`config.mk`:
```
export PLATFORM = sky130hd
export DESIGN_NAME = link_status_string_tracker_unit
export DESIGN_NICKNAME = d
export VERILOG_FILES = /design/src/rtl/core/lsst_pkg.sv /design/src/rtl/core/lsst_match.sv /design/src/rtl/core/link_status_string_tracker_unit.sv
export SDC_FILE = /design/constraint.sdc
export NUM_CORES = 1
export LEC_CHECK = 0
export ABC_CLOCK_PERIOD_IN_PS = 3200
export BUFFER_PORTS_ARGS = -buffer_cell sky130_fd_sc_hd__buf_2
export CORE_MARGIN = 2
export CORE_UTILIZATION = 57
export CTS_BUF_LIST = sky130_fd_sc_hd__clkbuf_4
export DETAILED_ROUTE_END_ITERATION = 8
export PLACE_DENSITY = 0.76
export SLEW_MARGIN = 20
export SYNTH_ARGS = -nofsm -noshare
export SYNTH_HDL_FRONTEND = slang
export SYNTH_SLANG_ARGS = --single-unit
```
`constraint.sdc`:
```
create_clock -name clk -period 3.2 [get_ports clk]
set_input_delay 0 -clock clk [delete_from_list [all_inputs] [get_ports clk]]
set_output_delay 0 -clock clk [all_outputs]
set_load 0.005 [all_outputs]
```
`src/rtl/core/lsst_pkg.sv`:
```
// ----------------------------------------------------------------------------
// lsst_pkg
// Shared types, text patterns and event codes for the link status string
// tracker.
// ----------------------------------------------------------------------------
package lsst_pkg;

  typedef logic [7:0] byte_t;
  typedef logic [3:0] pos_t;
  typedef logic [1:0] event_t;

  typedef enum logic [2:0] {
    MODE_CONNECT = 3'b001,
    MODE_CRLF    = 3'b010,
    MODE_DISC    = 3'b100
  } mode_t;

  localparam event_t EV_NONE         = 2'd0;
  localparam event_t EV_CONNECTED    = 2'd1;
  localparam event_t EV_DISCONNECTED = 2'd2;

  localparam pos_t LEN_CONNECT = 4'd7;
  localparam pos_t LEN_CRLF    = 4'd2;
  localparam pos_t LEN_DISC    = 4'd10;

  // texts left aligned in 16 byte slots, first character in the top byte
  localparam logic [127:0] TXT_CONNECT = {"CONNECT", 72'h0};
  localparam logic [127:0] TXT_CRLF    = {8'h0D, 8'h0A, 112'h0};
  localparam logic [127:0] TXT_DISC    = {"DISCONNECT", 48'h0};

  typedef struct packed {
    event_t link_event;
    logic   pass_valid;
    byte_t  pass_byte;
  } result_t;

  function automatic byte_t text_char(logic [127:0] txt, pos_t pos);
    logic [6:0] msb;
    msb = 7'd127 - {pos, 3'b000};
    return txt[msb -: 8];
  endfunction

endpackage

```
`src/rtl/core/lsst_match.sv`:
```
// ----------------------------------------------------------------------------
// lsst_match
// Mode and match position tracking. Compares one byte per advance against
// the expected character of the current text and builds the result beat.
// ----------------------------------------------------------------------------
module lsst_match (
  input  logic                 clk,
  input  logic                 rst_n,
  input  logic                 adv_i,
  input  lsst_pkg::byte_t      byte_i,
  output lsst_pkg::result_t    res_o
);

  lsst_pkg::mode_t  mode_r;
  lsst_pkg::pos_t   pos_r;

  lsst_pkg::mode_t  mode_dec;
  lsst_pkg::mode_t  mode_after;
  logic [127:0]     txt;
  lsst_pkg::pos_t   len;
  lsst_pkg::pos_t   pos_inc;
  lsst_pkg::event_t done_event;
  logic             hit;
  logic             done;
  logic             pass;

  always_comb begin
    unique case (mode_r)
      lsst_pkg::MODE_CRLF: begin
        mode_dec   = lsst_pkg::MODE_CRLF;
        txt        = lsst_pkg::TXT_CRLF;
        len        = lsst_pkg::LEN_CRLF;
        mode_after = lsst_pkg::MODE_DISC;
        done_event = lsst_pkg::EV_CONNECTED;
      end
      lsst_pkg::MODE_DISC: begin
        mode_dec   = lsst_pkg::MODE_DISC;
        txt        = lsst_pkg::TXT_DISC;
        len        = lsst_pkg::LEN_DISC;
        mode_after = lsst_pkg::MODE_CONNECT;
        done_event = lsst_pkg::EV_DISCONNECTED;
      end
      default: begin
        mode_dec   = lsst_pkg::MODE_CONNECT;
        txt        = lsst_pkg::TXT_CONNECT;
        len        = lsst_pkg::LEN_CONNECT;
        mode_after = lsst_pkg::MODE_CRLF;
        done_event = lsst_pkg::EV_NONE;
      end
    endcase
  end

  assign pos_inc = pos_r + 4'd1;
  assign hit     = (pos_r < len) && (byte_i == lsst_pkg::text_char(txt, pos_r));
  assign done    = hit && (pos_inc == len);
  assign pass    = (mode_dec == lsst_pkg::MODE_DISC);

  assign res_o = {(done ? done_event : lsst_pkg::EV_NONE), pass,
                  (pass ? byte_i : 8'h00)};

  always_ff @(posedge clk) begin
    if (!rst_n) begin
      mode_r <= lsst_pkg::MODE_CONNECT;
      pos_r  <= 4'd0;
    end else if (adv_i) begin
      if (!hit) begin
        pos_r  <= 4'd0;
        mode_r <= mode_dec;
      end else if (done) begin
        pos_r  <= 4'd0;
        mode_r <= mode_after;
      end else begin
        pos_r  <= pos_inc;
        mode_r <= mode_dec;
      end
    end
  end

endmodule

```
`src/rtl/core/link_status_string_tracker_unit.sv`:
```
// ----------------------------------------------------------------------------
// link_status_string_tracker_unit
// Watches a receive byte stream for CONNECT, CR LF and DISCONNECT and
// reports link events, forwarding bytes seen while the link is up.
//
// Input channel: one beat carries one received byte (in_rx_byte).
// Result channel: one beat per input beat, in order, carrying link_event
// (none, connected, disconnected), pass_valid and pass_byte.
// Path: the byte lands in the input register when it is accepted, and the
// result register loads from it once the result side can take a beat.
// Throughput: one beat per cycle while out_stall is low; the combinational
// compare and position update between the two registers set this rate.
// Receiver stall: the result register holds its beat; the input register
// keeps accepting until it is full, then in_stall rises in the same cycle
// as the result side stays blocked.
// Reset: both registers empty, mode waits for CONNECT, match position zero.
// ----------------------------------------------------------------------------
module link_status_string_tracker_unit (
  input  logic       clk,
  input  logic       rst_n,
  input  logic       in_valid,
  output logic       in_stall,
  input  logic [7:0] in_rx_byte,
  output logic       out_valid,
  input  logic       out_stall,
  output logic [1:0] out_link_event,
  output logic       out_pass_valid,
  output logic [7:0] out_pass_byte
);

  logic              in_vld_r;
  lsst_pkg::byte_t   in_byte_r;
  logic              out_vld_r;
  lsst_pkg::result_t out_res_r;

  lsst_pkg::result_t res;
  logic              out_load;
  logic              s1_fire;
  logic              accept;

  assign out_load = !out_vld_r || !out_stall;
  assign s1_fire  = in_vld_r && out_load;
  assign in_stall = in_vld_r && !out_load;
  assign accept   = in_valid && !in_stall;

  lsst_match u_match (
    .clk    (clk),
    .rst_n  (rst_n),
    .adv_i  (s1_fire),
    .byte_i (in_byte_r),
    .res_o  (res)
  );

  always_ff @(posedge clk) begin
    if (!rst_n) begin
      in_vld_r <= 1'b0;
    end else if (accept) begin
      in_vld_r <= 1'b1;
    end else if (s1_fire) begin
      in_vld_r <= 1'b0;
    end
  end

  always_ff @(posedge clk) begin
    if (accept) begin
      in_byte_r <= in_rx_byte;
    end
  end

  always_ff @(posedge clk) begin
    if (!rst_n) begin
      out_vld_r <= 1'b0;
    end else if (out_load) begin
      out_vld_r <= in_vld_r;
    end
  end

  always_ff @(posedge clk) begin
    if (s1_fire) begin
      out_res_r <= res;
    end
  end

  assign out_valid      = out_vld_r;
  assign out_link_event = out_res_r.link_event;
  assign out_pass_valid = out_res_r.pass_valid;
  assign out_pass_byte  = out_res_r.pass_byte;

endmodule

```
[After elaboration in Yosys (flattened, before gate mapping)]
Index checks and enable logic that the tools add are counted.
Operators by class
  add/sub/neg operators: 2
  order comparisons: 1
  equal/unequal tests: 5
  shift operators: 1
  multiplexer cells: 11
  reductions and logical operators: 11
Operators by type and width (count)
  $pmux W127 S2: 1
  $shiftx A135 B8 Y8: 1
  $pmux W3 S2: 2
  $eq A8 B8 Y1: 1
  $mux W4: 2
  $pmux W4 S2: 1
  $sub A7 B7 Y7 const A: 1
  $eq A3 B3 Y1 const B: 2
  $mux W3: 2
  $logic_and A1 B1 Y1: 5
  $add A4 B1 Y4 const B: 1
  $eq A4 B4 Y1: 1
  $logic_not A1 Y1: 4
  $lt A4 B4 Y1: 1
  $pmux W2 S2: 1
  $eq A3 B2 Y1 const B: 1
  $mux W1: 2
  $reduce_bool A2 Y1: 1
  $logic_or A1 B1 Y1: 1
Storage, ports and cells
  flip-flop bits (word level): 28
  input bits: 12
  word-level logic and storage cells: 39

[Depth between registers and ports, before layout]
Gate-level depths: netlist of the first run.
  depth in word-level cells: 8
  gate-level depth with buffers: 12
  depth with buffers taken out: 11

[Cells and area by module]
Synthesis of the first run repeated with hierarchy kept, for this count alone.
Second synthesis, totals
  cells, all modules: 199
  area, all modules: 1941.9 um^2
Modules (own cells, without submodules)
  lsst_match: instances 1, cells each 172, area each 1287.5 um^2, seq. area each 140.1 um^2
  link_status_string_tracker_unit: instances 1, cells each 27, area each 654.4 um^2, seq. area each 610.6 um^2

[Worst setup path after synthesis of the first run]
No wires, ideal clock.
  path type: register to register
  start: register u_match.mode_r[2]
  end: register out_res_r (netlist bit out_link_event[0]) (data pin)
  setup time: 0.150 ns
  arrival time: 2.776 ns
  required time: 3.050 ns
  path slack: 0.274 ns
  stages on the path, launching flop included: 13
  path buffers: 2
  clock period less this slack: 2.926 ns
  path through: dfxtp_1 > buf_6 > nor3b_4 > clkbuf_1 > inv_1 > ha_1 > nand4b_1 > nand3_1 > nor2_1 > nand4_2 > or4_1 > a2111o_1 > nor3_2
On the way
  cells in the longest elaborated chain, start to end: 6
Ends and longest elaborated chain
  from (decl): line lsst_match.sv:14  | lsst_pkg::mode_t mode_r;
  from (signal assigned): line lsst_match.sv:63  | mode_r <= lsst_pkg::MODE_CONNECT;
  from (signal assigned): line lsst_match.sv:68  | mode_r <= mode_dec;
  from (signal assigned): line lsst_match.sv:71  | mode_r <= mode_after;
  $eq A3 B3 Y1 or $eq A3 B2 Y1 (tied branches): line lsst_match.sv:28  | unique case (mode_r)
  $pmux W127 S2: line lsst_match.sv:28
  $shiftx A135 B8 Y8: line lsst_pkg.sv:40  | return txt[msb -: 8];
  $eq A8 B8 Y1: line lsst_match.sv:54  | assign hit = (pos_r < len) && (byte_i == lsst_pkg::text_char(txt, pos_r));
  $logic_and A1 B1 Y1: line lsst_match.sv:54
  $logic_and A1 B1 Y1: line lsst_match.sv:55  | assign done = hit && (pos_inc == len);
  to (signal assigned): line link_status_string_tracker_unit.sv:80  | out_res_r <= res;
  to (decl): line link_status_string_tracker_unit.sv:34  | lsst_pkg::result_t out_res_r;
Parallel ways exist; a longest one is shown, timed or not.
A chain may end at the register's enable or synchronous reset.

[Worst setup path in the final report of the first run]
  start: register u_match.pos_r[0]
  end: register u_match.mode_r[1]
On the way
  cells in the longest elaborated chain, start to end: 7
Ends and longest elaborated chain
  from (decl): line lsst_match.sv:15  | lsst_pkg::pos_t pos_r;
  from (signal assigned): line lsst_match.sv:73  | pos_r <= pos_inc;
  $sub A7 B7 Y7: line lsst_pkg.sv:39  | msb = 7'd127 - {pos, 3'b000};
  $shiftx A135 B8 Y8: line lsst_pkg.sv:40
  $eq A8 B8 Y1: line lsst_match.sv:54
  $logic_and A1 B1 Y1: line lsst_match.sv:54
  $logic_and A1 B1 Y1: line lsst_match.sv:55
  $mux W3: line lsst_match.sv:69  | end else if (done) begin
  $mux W3 (*): line lsst_match.sv:66  | if (!hit) begin
  to (signal assigned): line lsst_match.sv:68
  to (signal assigned): line lsst_match.sv:71
  to (signal assigned): line lsst_match.sv:74  | mode_r <= mode_dec;
Mark *: on every way between the ends. The rest lies on a longest branch, timed or not.

==> impl_metrics.py, run 1 <==
metrics = {
    "outcome": {
        "outcome": "finished, final reports clean",
    },
    "timing": {
        "tightest_slew_ns": 0.692,
        "fin_ws_ns": 0.277,
        "fmax_ghz": 0.342,
        "finalHoldViolations": 0,
        "finalMaxSlewViolations": 0,
        "rsz0062_at_grt": "no",
        "fin_crit_sh_pct": 91.3,
        "final.setup.tns_ns": 0,
        "setup_viol": 0,
        "skew_ns": 0.00638,
        "layout_min_cycle_time_ns": 2.92,
        "worst_hold_slack_ns": 0.362,
        "slew-limit-headroom_pct": 53.8,
    },
    "setup_path": {
        "crit_path_end_kind": "flop",
        "cp_data_arrival_time_ns": 3.17,
        "start_kind": "flop",
        "r2r_setup_slack_ns": 0.28,
        "worstPathRequired_ns": 3.45,
        "worstSetupPathType": "reg -> reg",
        "cp_max_fo": 10,
    },
    "drt": {
        "wl_per_cell_um": 16.1,
        "drtAntennaViolNets": 0,
        "dr.pass1.iters": 4,
        "wl_um": 4130,
        "via_per_inst": 6.14,
        "drc_errors": 0,
        "drt-initial-drc-count": 157,
        "num_vias": 1579,
    },
    "die": {
        "die-area_um2": 3620,
        "pin_count": 25,
        "die_w_um": 60.2,
        "core_um2": 3030,
        "start_util_pct": 59.4,
        "rows": 20,
        "die_h_um": 60.2,
    },
    "global_route": {
        "gr-total-overflow": 0,
        "antenna_found_initial": 0,
        "grt_max_degree": 19,
        "grt_pass1_vias": 1539,
        "grt.total_usage_pct": 25.3,
        "grt_pass1_wl_um": 6830,
    },
    "power": {
        "ir_worst_vdd_mv": 0.298,
        "p_clk_share_pct": 25.1,
        "p_switching_mw": 0.155,
        "seqPwrFrac_pct": 63.5,
        "p_int_mw": 0.494,
        "leakagePower_nw": 0.762,
        "comb_power_share_pct": 11.4,
        "p_sw_share_pct": 23.9,
        "power_density_nw_per_um2": 308,
        "p_total_mw": 0.648,
    },
    "clock_tree": {
        "cts_tree": "built",
        "insertion_delay_ns": 0.34,
        "numCtsBuffers": 3,
        "clkTransAtPathRegs_ns": 0.15,
        "clock-root-buffer": "clkbuf_4",
        "htree_levels": 1,
        "postCtsSetupBuffers": 0,
        "cts_sinks": 28,
        "clockBufferDepth": 2,
    },
    "logic_synthesis": {
        "synth-compound-area-share_pct": 20.0,
        "async_reset_ff_share_pct": 0,
        "synth_edf_count": 19,
        "ys_ff_latch": 28,
        "synth_top_area_share_pct": 31.7,
        "synth-seq-area-share_pct": 41.7,
        "syn_avg_cell_area_um2": 10.2,
        "synth_adder_area_share_pct": 3.48,
        "synth_top_family_by_area": "simple AND/OR/NAND/NOR gates",
        "ys_types": 61,
        "synth_top_cell_by_area": "edfxtp_1",
        "yosys.area_share.simple_pct": 26.8,
        "postSynthCellCount": 177,
        "muxShareOfSynthArea_pct": 0,
        "ys_warn_count": 0,
        "synth_area_leaders": "edfxtp_1, dfxtp_1, ha_1",
        "syn_area_um2": 1800,
        "synth_nets": 194,
        "synth_flop_cell": "edfxtp_1",
        "synth_xor_area_share_pct": 3.34,
    },
    "placement": {
        "gp_congestion": 0.904,
        "preCtsSetupSlack_ns": 0.173,
        "post_dp_cell_area_um2": 1960,
        "dp_hpwl_um": 2980,
        "dp.cells": 242,
        "port_buffers": 24,
    },
    "cells_and_area": {
        "fin_nets": 231,
        "final_core_util_pct": 69.5,
        "drive_gt1_share_pct": 21.1,
        "area_delta_synth_final_pct": 17.0,
        "layout.cells.most_common": "buf_2",
        "final_cell_area_um2": 2100,
        "final_cell_mix": "buf_2, edfxtp_1, nor2_1",
        "instances_no_fill": 257,
        "antenna_cells": 0,
    },
    "job": {
        "cap_violations": 0,
    },
    "min_path": {
        "min_path_type": "in -> reg",
    },
}
## final cells by class
class | count | area, um^2
clock buffer | 4 | 30.0
fill | 234 | 923
inverter | 9 | 33.8
multi-input combinational | 132 | 965
sequential | 28 | 753
tap | 44 | 55.1
timing repair buffer | 40 | 268
## worst max-delay path: stages (launching register included)
cell and delay, ns:
dfxtp_1 0.60, buf_4 0.23, nor2b_1 0.22, o32ai_2 0.13, a2111oi_1 0.59, o31ai_1 0.23
a211oi_4 0.46, a211oi_1 0.14, a311oi_1 0.24
## cell families after synthesis
logic type / after synthesis
adder cells (fa/ha/maj): 5
buffers and inverters: 17
AO/OA/AOI/OAI: 45
AND/OR/NAND/NOR: 76
XOR/XNOR: 6
flip-flops: 28
## repair_timing
item | CTS | global route
hold buffers | 11 | 0
gates resized for setup | 0 | 2
endpoints found under the hold margin | 13 | 0
setup endpoints to repair | 0 | 2
## final timing paths
kind	startpoint	end	cells past startpoint
min reg2reg	in_vld_r	out_valid	2
max	u_match.pos_r[0]	u_match.mode_r[1]	8
min	in_rx_byte[2]	in_byte_r[2]	2
max reg2reg	u_match.pos_r[0]	u_match.mode_r[1]	8
## state kept, by name (all words and copies together), names as in the netlist
| name | cells |
|---|---|
| out_valid | 1 |
| u_match.mode_r | 3 |
| out_pass_byte | 8 |
| out_link_event | 2 |
| out_pass_valid | 1 |
| u_match.pos_r | 4 |
| in_byte_r | 8 |
| in_vld_r | 1 |
## synthesized netlist by cell type, types with 2 or more instances
master	number
and4b_1	2
clkbuf_1	2
o31ai_1	3
nor3_1	5
dfxtp_1	9
o32a_1	2
inv_1	8
o21ai_0	6
edfxtp_1	19
o211ai_1	3
a21oi_1	5
nor4_1	3
xnor2_1	4
nor2_1	14
nand2b_1	6
nor4_2	2
nand2_1	8
buf_6	2
and3_1	3
and2_1	8
nand3_1	4
a211oi_1	5
nand4_1	3
or4_1	2
ha_1	5
nand4b_1	3
buf_2	4
nor2b_1	4
## power by group through the flow
stage	Sequential, mW	Clock, mW	Combinational (mW)
after detailed placement	0.420	0	0.0629
after CTS	0.412	0.166	0.0732
after floorplan	0.416	0	0.0417
after global placement	0.419	0	0.0604
after global routing	0.414	0.177	0.0802
final	0.412	0.163	0.0736
## metal layers
metal	wire [um]	global-route usage [%]
met1	1760	31.7
met2	2120	44.6
met3	202	3.68
met4	47	7.62
met5	0	0
No activity file was read; power rests on OpenSTA's default activity.
==> run 2: changes to the inputs <==
Settings changed: PLACE_DENSITY 0.76 to 0.8.
==> run 2 against run 1 <==
  * Count of clock-buffer cells in the layout unchanged
  * Utilization about the same
  * Hold slack improved by 0.0095 ns
  * Critical endpoint is now out_link_event[0]
  * Sequential cell count unchanged
  * Sequential share of layout area about the same
  * Total power decreased by 0.54%
  * Cell count unchanged
  * Final area about the same
  * Global-route usage increased by 1.0 points
  * Sequential power about the same
  * Routed wire length increased by 2.2%
  * Critical path depth increased by 3
==> impl_metrics.py, run 2 (synthesized netlist as in run 1, its figures left out) <==
metrics = {
    "outcome": {
        "outcome": "finished, final reports clean",
    },
    "power": {
        "ir_worst_vdd_mv": 0.239,
        "power_density_nw_per_um2": 307,
        "leakagePower_nw": 0.762,
    },
    "drt": {
        "m1WireLength_um": 1740,
        "highest_layer": "met4",
        "drtAntennaViolNets": 0,
        "dr.pass1.iters": 4,
        "wl_um": 4220,
        "wl_met3_um": 241,
        "wl_per_cell_um": 16.4,
        "drt-initial-drc-count": 67,
        "met2WireLength_um": 2190,
        "via_per_inst": 6.29,
        "drc_errors": 0,
        "num_vias": 1617,
    },
    "cells_and_area": {
        "layout.cells.most_common": "buf_2",
        "antenna_cells": 0,
        "multi_input_area_um2": 965,
        "final_cell_mix": "buf_2, edfxtp_1, nor2_1",
        "drive_gt1_share_pct": 20.7,
        "fin_nets": 231,
        "final.fill_count": 235,
        "instances_no_fill": 257,
        "final_cell_area_um2": 2100,
        "regArea_um2": 752,
        "area_delta_synth_final_pct": 16.9,
    },
    "clock_tree": {
        "clkTransAtPathRegs_ns": 0.14,
        "numCtsBuffers": 3,
        "clockBufferDepth": 2,
        "cts_tree": "built",
        "insertion_delay_ns": 0.33,
        "cts_sinks": 28,
        "htree_levels": 1,
        "clock-root-buffer": "clkbuf_4",
    },
    "setup_path": {
        "cp_max_fo": 7,
        "cp_data_arrival_time_ns": 3.18,
        "start_kind": "flop",
        "worstPathRequired_ns": 3.39,
        "worstSetupPathType": "reg -> reg",
        "r2r_setup_slack_ns": 0.21,
        "crit_path_end_kind": "flop",
    },
    "die": {
        "die_w_um": 60.2,
        "rows": 20,
        "core_um2": 3030,
        "die-area_um2": 3620,
        "die_h_um": 60.2,
        "pin_count": 25,
        "start_util_pct": 59.4,
    },
    "timing": {
        "tightest_slew_ns": 0.649,
        "setup_viol": 0,
        "fmax_ghz": 0.334,
        "final.setup.tns_ns": 0,
        "rsz0062_at_grt": "no",
        "finalMaxSlewViolations": 0,
        "finalHoldViolations": 0,
        "layout_min_cycle_time_ns": 2.99,
        "skew_ns": 0.00524,
        "slew-limit-headroom_pct": 56.7,
        "fin_crit_sh_pct": 93.4,
    },
    "placement": {
        "gp_congestion": 0.896,
        "post_dp_cell_area_um2": 1960,
        "port_buffers": 24,
        "dp_hpwl_um": 2980,
        "dp.cells": 242,
    },
    "global_route": {
        "grt_pass1_vias": 1560,
        "antenna_found_initial": 0,
        "gr-total-overflow": 0,
        "grt_pass1_wl_um": 7160,
        "grt_max_degree": 19,
        "grt.total_usage_pct": 26.3,
    },
    "min_path": {
        "min_path_type": "in -> reg",
    },
    "job": {
        "cap_violations": 0,
    },
}
-- run 2: cell counts in the layout (fill, tap and decap cells not counted) --
Identical to the previous run, type by type.
-- run 2: worst max-delay path, cell delays in order, from the launching register on --
cell,delay (ns)
dfxtp_1,0.55
xnor2_2,0.16
nor2_1,0.15
inv_1,0.08
ha_1,0.17
and4b_1,0.17
a41oi_1,0.21
o32a_1,0.21
nand4_2,0.15
or4_1,0.56
a2111o_1,0.34
nor3_2,0.12
-- run 2: layout make-up --
class                           count  share of cell area, %
Clock buffer                        4                   1.43
Multi-Input combinational cell    132                   45.9
Inverter                            9                   1.61
Tap cell                           44                   2.62
Timing Repair Buffer               40                   12.7
Sequential cell                    28                   35.8
-- run 2: routing by layer --
layer  vias to the layer above  global-route usage [%]
met3                         9                    4.33
met4                         0                    9.21
met2                        68                    43.9
met1                       780                    34.2
li1                        760                       -
met5                         -                       0
-- run 2: final timing paths --
| path | start | end | depth (start not counted) |
|---|---|---|---|
| worst max register to register | u_match.mode_r[1] | out_link_event[0] | 11 |
| worst min register to register | in_byte_r[5] | out_pass_byte[5] | 1 |
| worst max-delay path | u_match.mode_r[1] | out_link_event[0] | 11 |
| worst min-delay path | in_rx_byte[2] | in_byte_r[2] | 2 |
-- run 2: where the power goes --
part	internal (mW)	leakage, nW	switching (mW)
Clock	0.0574	0.0184	0.101
Combinational	0.0357	0.486	0.0389
Sequential	0.400	0.258	0.0118
Total	0.493	0.762	0.151
-- run 2: repair_timing --
item	in CTS	in global routing
gates resized for setup	0	1
endpoints found under the hold margin	12	0
setup endpoints to repair	0	2
hold buffers	11	0
buffers inserted	0	0
-- run 2: metrics by stage --
| step | util [%] | worst slack (ns) | hold WS (ns) | total power, mW |
|---|---|---|---|---|
| finish | 69.5 | 0.210 | 0.371 | 0.645 |
| global route | 69.5 | 0.0819 | 0.363 | 0.668 |
| CTS | 69.4 | 0.125 | 0.367 | 0.648 |
| detailed placement | 64.8 | 0.155 | 0.181 | 0.483 |
| global placement | 64.8 | 0.333 | 0.178 | 0.480 |
| floorplan | - | 0.274 | 0.0964 | 0.458 |
